==> src/rtl/eight_bit_cpu_alu_with_flags_core_macros.svh <==
// Assertion macros shared by the ALU core RTL.
// Needs clk and arst_n in the scope that uses the macros.
`ifndef EIGHT_BIT_CPU_ALU_WITH_FLAGS_CORE_MACROS_SVH
`define EIGHT_BIT_CPU_ALU_WITH_FLAGS_CORE_MACROS_SVH

// The consequent must hold in the same cycle as the antecedent.
`define ECPU_ASSERT_SAME(lbl, ante, cons) \
	lbl: assert property (@(posedge clk) disable iff (!arst_n) (ante) |-> (cons)) \
		else $error("same-cycle check failed");

// The consequent must hold in the cycle after the antecedent.
`define ECPU_ASSERT_NEXT(lbl, ante, cons) \
	lbl: assert property (@(posedge clk) disable iff (!arst_n) (ante) |=> (cons)) \
		else $error("next-cycle check failed");

`endif

==> src/rtl/ecpu_alu_pkg.sv <==
// Shared types and constants for the 8-bit CPU ALU core.
// No dependencies; used by ecpu_alu and the top level.
package ecpu_alu_pkg;

	typedef enum logic [5:0] {
		OP_ADD    = 6'd0,
		OP_ADC    = 6'd1,
		OP_SUB    = 6'd2,
		OP_SBC    = 6'd3,
		OP_AND    = 6'd4,
		OP_OR     = 6'd5,
		OP_XOR    = 6'd6,
		OP_CP     = 6'd7,
		OP_INC    = 6'd8,
		OP_DEC    = 6'd9,
		OP_SWAP   = 6'd10,
		OP_DAA    = 6'd11,
		OP_CPL    = 6'd12,
		OP_CCF    = 6'd13,
		OP_SCF    = 6'd14,
		OP_RLCA   = 6'd15,
		OP_RLA    = 6'd16,
		OP_RRCA   = 6'd17,
		OP_RRA    = 6'd18,
		OP_RLC    = 6'd19,
		OP_RL     = 6'd20,
		OP_RRC    = 6'd21,
		OP_RR     = 6'd22,
		OP_SLA    = 6'd23,
		OP_SRA    = 6'd24,
		OP_SRL    = 6'd25,
		OP_BIT    = 6'd26,
		OP_SET    = 6'd27,
		OP_RES    = 6'd28,
		OP_ADD16  = 6'd29,
		OP_ADDSP  = 6'd30,
		OP_INC16  = 6'd31,
		OP_DEC16  = 6'd32
	} op_t;

	typedef struct packed {
		op_t         operation;
		logic [15:0] operand_a;
		logic [15:0] operand_b;
		logic [2:0]  bit_index;
		logic        zero_in;
		logic        subtract_in;
		logic        half_carry_in;
		logic        carry_in;
	} item_t;

	typedef struct packed {
		logic [15:0] result;
		logic        write_result;
		logic        zero_out;
		logic        subtract_out;
		logic        half_carry_out;
		logic        carry_out;
	} res_t;

	localparam int IN_DATA_W  = 48;
	localparam int OUT_DATA_W = 24;

	// Decimal adjust constants.
	localparam logic [7:0] DAA_LOW_ADJ    = 8'h06;
	localparam logic [7:0] DAA_HIGH_ADJ   = 8'h60;
	localparam logic [8:0] DAA_HIGH_LIMIT = 9'h09F;
	localparam logic [3:0] BCD_DIGIT_MAX  = 4'd9;

endpackage

==> src/rtl/ecpu_alu.sv <==
// Combinational datapath of the 8-bit CPU ALU: value, write enable and flags.
// Depends on ecpu_alu_pkg.
module ecpu_alu (
	input  ecpu_alu_pkg::item_t item,
	output ecpu_alu_pkg::res_t  res
);

	logic [7:0]  a;
	logic [7:0]  b;
	logic        cx_add;
	logic        cx_sub;
	logic [8:0]  sum8;
	logic [8:0]  dif8;
	logic [7:0]  hx_add;
	logic [7:0]  hx_sub;
	logic [16:0] sum16;
	logic [15:0] hx16;
	logic [8:0]  low8;
	logic [7:0]  hx_low;
	logic [15:0] sp_sum;
	logic [8:0]  daa_t;
	logic [7:0]  bmask;
	logic [7:0]  r8;

	assign a      = item.operand_a[7:0];
	assign b      = item.operand_b[7:0];
	assign cx_add = (item.operation == ecpu_alu_pkg::OP_ADC) ? item.carry_in : 1'b0;
	assign cx_sub = (item.operation == ecpu_alu_pkg::OP_SBC) ? item.carry_in : 1'b0;
	assign sum8   = {1'b0, a} + {1'b0, b} + {8'd0, cx_add};
	assign dif8   = {1'b0, a} - {1'b0, b} - {8'd0, cx_sub};
	assign hx_add = a ^ b ^ sum8[7:0];
	assign hx_sub = a ^ b ^ dif8[7:0];
	assign sum16  = {1'b0, item.operand_a} + {1'b0, item.operand_b};
	assign hx16   = item.operand_a ^ item.operand_b ^ sum16[15:0];
	assign low8   = {1'b0, item.operand_a[7:0]} + {1'b0, b};
	assign hx_low = item.operand_a[7:0] ^ b ^ low8[7:0];
	assign sp_sum = item.operand_a + {{8{b[7]}}, b};
	assign bmask  = 8'd1 << item.bit_index;

	// Decimal adjust after an add or a subtract.
	always_comb begin
		daa_t = {1'b0, a};
		if (!item.subtract_in) begin
			if (item.half_carry_in || (a[3:0] > ecpu_alu_pkg::BCD_DIGIT_MAX))
				daa_t = daa_t + {1'b0, ecpu_alu_pkg::DAA_LOW_ADJ};
			if (item.carry_in || (daa_t > ecpu_alu_pkg::DAA_HIGH_LIMIT))
				daa_t = daa_t + {1'b0, ecpu_alu_pkg::DAA_HIGH_ADJ};
		end else begin
			if (item.half_carry_in)
				daa_t = {1'b0, daa_t[7:0] - ecpu_alu_pkg::DAA_LOW_ADJ};
			if (item.carry_in)
				daa_t = {1'b0, daa_t[7:0] - ecpu_alu_pkg::DAA_HIGH_ADJ};
		end
	end

	always_comb begin
		r8                 = 8'd0;
		res.result         = 16'd0;
		res.write_result   = 1'b1;
		res.zero_out       = item.zero_in;
		res.subtract_out   = item.subtract_in;
		res.half_carry_out = item.half_carry_in;
		res.carry_out      = item.carry_in;
		case (item.operation) inside
			ecpu_alu_pkg::OP_ADD, ecpu_alu_pkg::OP_ADC: begin
				r8                 = sum8[7:0];
				res.subtract_out   = 1'b0;
				res.half_carry_out = hx_add[4];
				res.carry_out      = sum8[8];
			end
			ecpu_alu_pkg::OP_SUB, ecpu_alu_pkg::OP_SBC, ecpu_alu_pkg::OP_CP: begin
				r8                 = dif8[7:0];
				res.subtract_out   = 1'b1;
				res.half_carry_out = hx_sub[4];
				res.carry_out      = dif8[8];
			end
			ecpu_alu_pkg::OP_AND: begin
				r8                 = a & b;
				res.subtract_out   = 1'b0;
				res.half_carry_out = 1'b1;
				res.carry_out      = 1'b0;
			end
			ecpu_alu_pkg::OP_OR, ecpu_alu_pkg::OP_XOR: begin
				r8                 = (item.operation == ecpu_alu_pkg::OP_OR) ? (a | b) : (a ^ b);
				res.subtract_out   = 1'b0;
				res.half_carry_out = 1'b0;
				res.carry_out      = 1'b0;
			end
			ecpu_alu_pkg::OP_INC: begin
				r8                 = a + 8'd1;
				res.subtract_out   = 1'b0;
				res.half_carry_out = (a[3:0] == 4'hF);
			end
			ecpu_alu_pkg::OP_DEC: begin
				r8                 = a - 8'd1;
				res.subtract_out   = 1'b1;
				res.half_carry_out = (a[3:0] == 4'h0);
			end
			ecpu_alu_pkg::OP_SWAP: begin
				r8                 = {a[3:0], a[7:4]};
				res.subtract_out   = 1'b0;
				res.half_carry_out = 1'b0;
				res.carry_out      = 1'b0;
			end
			ecpu_alu_pkg::OP_DAA: begin
				r8                 = daa_t[7:0];
				res.half_carry_out = 1'b0;
				res.carry_out      = item.carry_in | daa_t[8];
			end
			ecpu_alu_pkg::OP_CPL: begin
				r8                 = ~a;
				res.subtract_out   = 1'b1;
				res.half_carry_out = 1'b1;
			end
			ecpu_alu_pkg::OP_CCF, ecpu_alu_pkg::OP_SCF: begin
				res.write_result   = 1'b0;
				res.subtract_out   = 1'b0;
				res.half_carry_out = 1'b0;
				res.carry_out      = (item.operation == ecpu_alu_pkg::OP_SCF) | ~item.carry_in;
			end
			ecpu_alu_pkg::OP_RLCA, ecpu_alu_pkg::OP_RLC: begin
				r8                 = {a[6:0], a[7]};
				res.carry_out      = a[7];
				res.subtract_out   = 1'b0;
				res.half_carry_out = 1'b0;
			end
			ecpu_alu_pkg::OP_RLA, ecpu_alu_pkg::OP_RL: begin
				r8                 = {a[6:0], item.carry_in};
				res.carry_out      = a[7];
				res.subtract_out   = 1'b0;
				res.half_carry_out = 1'b0;
			end
			ecpu_alu_pkg::OP_RRCA, ecpu_alu_pkg::OP_RRC: begin
				r8                 = {a[0], a[7:1]};
				res.carry_out      = a[0];
				res.subtract_out   = 1'b0;
				res.half_carry_out = 1'b0;
			end
			ecpu_alu_pkg::OP_RRA, ecpu_alu_pkg::OP_RR: begin
				r8                 = {item.carry_in, a[7:1]};
				res.carry_out      = a[0];
				res.subtract_out   = 1'b0;
				res.half_carry_out = 1'b0;
			end
			ecpu_alu_pkg::OP_SLA: begin
				r8                 = {a[6:0], 1'b0};
				res.carry_out      = a[7];
				res.subtract_out   = 1'b0;
				res.half_carry_out = 1'b0;
			end
			ecpu_alu_pkg::OP_SRA, ecpu_alu_pkg::OP_SRL: begin
				r8                 = {(item.operation == ecpu_alu_pkg::OP_SRA) & a[7], a[7:1]};
				res.carry_out      = a[0];
				res.subtract_out   = 1'b0;
				res.half_carry_out = 1'b0;
			end
			ecpu_alu_pkg::OP_BIT: begin
				res.write_result   = 1'b0;
				res.zero_out       = ~|(a & bmask);
				res.subtract_out   = 1'b0;
				res.half_carry_out = 1'b1;
			end
			ecpu_alu_pkg::OP_SET: begin
				r8 = a | bmask;
			end
			ecpu_alu_pkg::OP_RES: begin
				r8 = a & ~bmask;
			end
			ecpu_alu_pkg::OP_ADD16: begin
				res.result         = sum16[15:0];
				res.subtract_out   = 1'b0;
				res.half_carry_out = hx16[12];
				res.carry_out      = sum16[16];
			end
			ecpu_alu_pkg::OP_ADDSP: begin
				res.result         = sp_sum;
				res.zero_out       = 1'b0;
				res.subtract_out   = 1'b0;
				res.half_carry_out = hx_low[4];
				res.carry_out      = low8[8];
			end
			ecpu_alu_pkg::OP_INC16: begin
				res.result = item.operand_a + 16'd1;
			end
			ecpu_alu_pkg::OP_DEC16: begin
				res.result = item.operand_a - 16'd1;
			end
			default: begin
				res.write_result = 1'b0;
			end
		endcase

		// Byte-wide ops: place the value (not CP) and set Z (not CPL, SET, RES).
		case (item.operation) inside
			ecpu_alu_pkg::OP_ADD, ecpu_alu_pkg::OP_ADC, ecpu_alu_pkg::OP_SUB,
			ecpu_alu_pkg::OP_SBC, ecpu_alu_pkg::OP_AND, ecpu_alu_pkg::OP_OR,
			ecpu_alu_pkg::OP_XOR, ecpu_alu_pkg::OP_INC, ecpu_alu_pkg::OP_DEC,
			ecpu_alu_pkg::OP_SWAP, ecpu_alu_pkg::OP_DAA, ecpu_alu_pkg::OP_RLC,
			ecpu_alu_pkg::OP_RL, ecpu_alu_pkg::OP_RRC, ecpu_alu_pkg::OP_RR,
			ecpu_alu_pkg::OP_SLA, ecpu_alu_pkg::OP_SRA, ecpu_alu_pkg::OP_SRL: begin
				res.result   = {8'd0, r8};
				res.zero_out = (r8 == 8'd0);
			end
			ecpu_alu_pkg::OP_CP: begin
				res.write_result = 1'b0;
				res.zero_out     = (r8 == 8'd0);
			end
			ecpu_alu_pkg::OP_RLCA, ecpu_alu_pkg::OP_RLA, ecpu_alu_pkg::OP_RRCA,
			ecpu_alu_pkg::OP_RRA: begin
				res.result   = {8'd0, r8};
				res.zero_out = 1'b0;
			end
			ecpu_alu_pkg::OP_CPL, ecpu_alu_pkg::OP_SET, ecpu_alu_pkg::OP_RES: begin
				res.result = {8'd0, r8};
			end
			default: begin
			end
		endcase
	end

endmodule

==> src/rtl/eight_bit_cpu_alu_with_flags_core.sv <==
// Top level of the 8-bit CPU ALU core: stream ports, input and result registers.
// Depends on ecpu_alu_pkg, ecpu_alu and eight_bit_cpu_alu_with_flags_core_macros.svh.
//
// Usage: the execute stage of a CPU sends one operation per word on the s_ side
// (operation, operands, bit index and the current Z, N, H, C flags) and takes
// one word per operation on the m_ side (value, write enable, new flags).
// Every input word gives exactly one result word, in order.
// Flow: an accepted word enters the input register; its result is loaded into the
// result register when that is empty or being drained, and m_tvalid shows it from
// then on until the receiver takes it.
// Throughput: one word per cycle while m_tready is high. The whole computation is a
// single combinational pass between the input register and the result register.
// Stalls: when the receiver holds m_tready low, the result register keeps its
// word, the input register keeps the next word behind it, and s_tready drops
// once both are full. Nothing is dropped or repeated.
// Reset: arst_n clears both valid flags at once; no words are in flight after
// reset and s_tready is high.
`include "eight_bit_cpu_alu_with_flags_core_macros.svh"

module eight_bit_cpu_alu_with_flags_core (
	input  logic                                 clk,
	input  logic                                 arst_n,
	input  logic                                 s_tvalid,
	output logic                                 s_tready,
	// s_tdata, low bit up: operation[5:0], operand_a[21:6], operand_b[37:22],
	// bit_index[40:38], zero_in[41], subtract_in[42], half_carry_in[43],
	// carry_in[44], zero padding[47:45].
	input  logic [ecpu_alu_pkg::IN_DATA_W-1:0]  s_tdata,
	output logic                                 m_tvalid,
	input  logic                                 m_tready,
	// m_tdata, low bit up: result[15:0], write_result[16], zero_out[17],
	// subtract_out[18], half_carry_out[19], carry_out[20], zero padding[23:21].
	output logic [ecpu_alu_pkg::OUT_DATA_W-1:0] m_tdata
);

	ecpu_alu_pkg::item_t in_word;
	ecpu_alu_pkg::item_t item_s1;
	ecpu_alu_pkg::res_t  alu_res;
	ecpu_alu_pkg::res_t  res_s2;
	logic                valid_s1;
	logic                valid_s2;
	logic                adv_s2;
	logic                take_in;

	// Unpack the incoming word into its fields.
	assign in_word.operation     = ecpu_alu_pkg::op_t'(s_tdata[5:0]);
	assign in_word.operand_a     = s_tdata[21:6];
	assign in_word.operand_b     = s_tdata[37:22];
	assign in_word.bit_index     = s_tdata[40:38];
	assign in_word.zero_in       = s_tdata[41];
	assign in_word.subtract_in   = s_tdata[42];
	assign in_word.half_carry_in = s_tdata[43];
	assign in_word.carry_in      = s_tdata[44];

	// The result register takes a new word whenever it is empty or being drained.
	assign adv_s2   = valid_s1 && (!valid_s2 || m_tready);
	assign s_tready = !valid_s1 || adv_s2;
	assign take_in  = s_tvalid && s_tready;

	ecpu_alu u_alu (
		.item (item_s1),
		.res  (alu_res)
	);

	always_ff @(posedge clk or negedge arst_n) begin
		if (!arst_n) begin
			valid_s1 <= 1'b0;
			valid_s2 <= 1'b0;
		end else begin
			if (s_tready)
				valid_s1 <= s_tvalid;
			if (adv_s2)
				valid_s2 <= 1'b1;
			else if (m_tready)
				valid_s2 <= 1'b0;
		end
	end

	// Payload registers carry no reset.
	always_ff @(posedge clk) begin
		if (take_in)
			item_s1 <= in_word;
		if (adv_s2)
			res_s2 <= alu_res;
	end

	assign m_tvalid = valid_s2;
	assign m_tdata  = {3'b000, res_s2.carry_out, res_s2.half_carry_out,
		res_s2.subtract_out, res_s2.zero_out, res_s2.write_result, res_s2.result};

	// An accepted word always lands in the input register.
	`ECPU_ASSERT_NEXT(a_take_fills_s1, take_in, valid_s1)
	// A word moved out of the input register shows up at the output.
	`ECPU_ASSERT_NEXT(a_adv_fills_s2, adv_s2, valid_s2)
	// A word held in the input register behind a stalled output is not lost.
	`ECPU_ASSERT_NEXT(a_s1_held, valid_s1 && valid_s2 && !m_tready, valid_s1)
	// Operations that do not write never carry a value.
	`ECPU_ASSERT_SAME(a_nowrite_zero, valid_s2 && !res_s2.write_result, res_s2.result == 16'd0)

endmodule

==> config.mk <==
export PLATFORM = sky130hd
export DESIGN_NAME = eight_bit_cpu_alu_with_flags_core
export DESIGN_NICKNAME = d
export VERILOG_FILES = /design/src/rtl/ecpu_alu_pkg.sv /design/src/rtl/ecpu_alu.sv /design/src/rtl/eight_bit_cpu_alu_with_flags_core.sv
export VERILOG_INCLUDE_DIRS = /design/src /design/src/rtl
export SDC_FILE = /design/constraint.sdc
export NUM_CORES = 1
export LEC_CHECK = 0
export BUFFER_PORTS_ARGS = -buffer_cell sky130_fd_sc_hd__buf_2
export CAP_MARGIN = 10
export CORE_AREA = 10 10 105 144
export CTS_BUF_LIST = sky130_fd_sc_hd__clkbuf_8 sky130_fd_sc_hd__clkbuf_16
export DETAILED_ROUTE_END_ITERATION = 8
export DIE_AREA = 0 0 115 154
export PLACE_DENSITY = 0.8
export SLEW_MARGIN = 10
export SYNTH_ARGS = -nofsm -noshare
export SYNTH_HDL_FRONTEND = slang
export SYNTH_SLANG_ARGS = --single-unit
export TNS_END_PERCENT = 1
==> constraint.sdc <==
create_clock -name clk -period 6.6 [get_ports clk]
set_input_delay 0.33 -clock clk [delete_from_list [all_inputs] [get_ports clk]]
set_output_delay 0.33 -clock clk [all_outputs]
set_load 0.01 [all_outputs]
==> flow_summary.yaml <==
worst_setup_path:
  path_class: "flip-flop to flip-flop"
  arrival_ns: 5.09
  cp_max_fo: 24
  required_ns: 6.81
  cp-start-kind: "flip-flop"
  cp-end-kind: "flip-flop"
synth:
  synth_top_area_share_pct: 27.18
  yosysMostFrequentCell: "nand2_1"
  netlist_area_sq_um: 7291
  ys_top_cells_by_area: "edfxtp_1, ha_1, xnor2_1"
  synth_edf_count: 66
  yosysUniqueCellTypes: 87
  synthCells: 870
  avgSynthCellArea_sq_um: 8.380
  postSynth.asyncResetShare_pct: 2.941
  ys_ff_latch: 68
  ys_warn_count: 0
  synth_top_area_cell: "edfxtp_1"
  synth_ff_type: "edfxtp_1"
  yosysSeqAreaShare_pct: 27.87
  synthTopCellsByCount: "nand2_1, edfxtp_1, a21oi_1, nor2_1, ha_1"
floorplanning:
  core_area_sq_um: 12370
  rows: 48
  die-area_sq_um: 17710
  io_pins: 78
  die_h_um: 154
  die_x_um: 115
  initial_core_util_pct: 58.93
status:
  status: "finished clean"
power_and_ir_drop:
  power.total_w: 0.001552
  max-vdd-ir-drop_v: 0.0001065
  power_density_nw_per_um2: 194.1
  p_leak_nw: 3.112
clock_network:
  cts_buffers: 9
  postCtsSetupBuffers: 0
  tritoncts: "yes"
  cts.clk_slew.worst_paths_ns: 0.06
  cts.root.buffer_cell: "clkbuf_16"
  cts_hold_buf: 1
  cts_sinks: 68
  clk_latency_ns: 0.34
  post_cts_resize_count: 0
  cts_htree_levels: 3
  clk_path_buf_depth: 2
sta:
  setup_ws_ns: 1.710
  tightest_slew_ns: 1.104
  slew_viol_final: 0
  finalCritPeriodShare_pct: 74.09
  fmax_mhz: 204.5
  hold_viol_final: 0
  fin_skew_ns: 0.006296
  rsz0062_at_grt: "no"
  setup_violations: 0
  fin_crit_ns: 4.890
  fin_setup_tns_ns: 0
  slew_headroom_pct: 26.39
finish:
  layout.nets: 1013
  drive_gt1_share_pct: 13.23
  diodes: 0
  final_area_sq_um: 7995
  area_growth_pct: 9.662
global_route:
  grt_pass1_wl_um: 38770
  grt_max_degree: 46
  track_usage_pct: 27.54
  grt_pass1_vias: 7099
  antenna_found_initial: 0
  overflow: 0
flow_run:
  maxCapViolations: 0
routing:
  drt_wl_total_um: 25060
  drt_iter0_markers: 901
  vias: 7380
  firstDrtPassIters: 6
  wl_per_cell_um: 23.71
  route.detailed.drc: 0
  vias_per_cell: 6.982
  antenna_left: 0
placed_design:
  post_dp_cell_area_sq_um: 7666
  hpwlAfterDp_um: 18370
  port-buffer-count: 71
  place_ws_ns: 1.862
  routabilityCongestion: 0.9793
hold_path:
  hold_class: "input pin to flip-flop"
[path summary, 6_finish.rpt]
check                                      startpoint               endpoint  depth (start not counted)  slack [ns]
worst max register to register  item_s1[43]$_DFFE_PP_  m_tdata[17]$_DFFE_PP_                         15        1.71
worst min register to register   valid_s1$_DFFE_PN0N_   m_tvalid$_DFFE_PN0P_                          1        0.51
worst min-delay path                      s_tdata[34]  item_s1[19]$_DFFE_PP_                          1        0.16
min in group asynchronous                      arst_n   valid_s1$_DFFE_PN0N_                          2        0.30
worst max-delay path            item_s1[43]$_DFFE_PP_  m_tdata[17]$_DFFE_PP_                         15        1.71
max in group asynchronous                      arst_n   m_tvalid$_DFFE_PN0P_                          2        6.21
[layout by cell type (no fill, tap or decap), types with 14 or more instances in the layout]
| master | n |
|---|---|
| o21ai_0 | 53 |
| a21o_1 | 15 |
| nand3_1 | 29 |
| a21oi_1 | 65 |
| edfxtp_1 | 66 |
| xor2_1 | 21 |
| xnor2_1 | 39 |
| nand2_1 | 68 |
| o22ai_1 | 16 |
| nand2b_1 | 21 |
| inv_1 | 31 |
| nor3_1 | 22 |
| nor2_1 | 62 |
| and3_1 | 14 |
| ha_1 | 56 |
| buf_2 | 71 |
| o211ai_1 | 15 |
[cell families (layout without fill, tap and decap cells)]
kind of cell | Yosys count | in the layout | share of synthesized area [%]
compound gates | 290 | 290 | 27.27
simple gates | 286 | 286 | 20.42
buf+inv | 95 | 130 | 5.234
flops | 68 | 68 | 27.87
xor+xnor | 60 | 60 | 7.208
fa+ha+maj | 59 | 59 | 10.43
mux | 11 | 11 | 1.510
other cells | 1 | 3 | 0.05144
[registers in the layout (all words and copies together) (netlist names)]
signal,count
item_s1,45
m_tdata,21
m_tvalid,1
valid_s1,1
[cell type report]
cell class | count | area, sq um
multi-input combinational | 709 | 4892
tap | 150 | 187.7
clock buffer | 9 | 225.2
inverter | 31 | 116.4
sequential | 68 | 2032
fill | 1107 | 4377
clock inverter | 7 | 93.84
timing repair buffer | 83 | 447.9
[through the flow]
step	util, %	cells	hold slack, ns
floorplan	-	872	0.03441
global placement	61.96	1040	0.1163
detailed placement	61.96	1040	0.1174
CTS	64.62	1057	0.1615
global route	64.62	1057	0.1601
finish	64.62	1057	0.1603
[critical path, cell delays in order, from the launching register on]
cell and delay (ns):
edfxtp_1 0.68, or3_1 0.59, nor2_1 0.19, nand3_1 0.12, fa_1 0.56, inv_1 0.05
ha_1 0.16, o21ai_0 0.50, a311oi_1 0.28, xnor2_1 0.30, o21ai_0 0.15, nor4b_1 0.42
nand2_1 0.10, o21ai_0 0.32, o21a_1 0.16, a31o_1 0.16
[power breakdown]
part	total (W)	internal (W)	switching, W
sequential	0.000562	0.000515	0.0000469
clock	0.000522	0.000330	0.000192
combinational	0.000467	0.000180	0.000287
[metal layers]
metal	up-vias	global-route usage [%]	routed length, um
met3	138	4.322	2066
li1	3375	-	-
met2	469	43.33	11800
met5	-	0	0
met4	0	19.03	1904
met1	3398	33.32	9289
No activity file was read; power rests on OpenSTA's default activity.
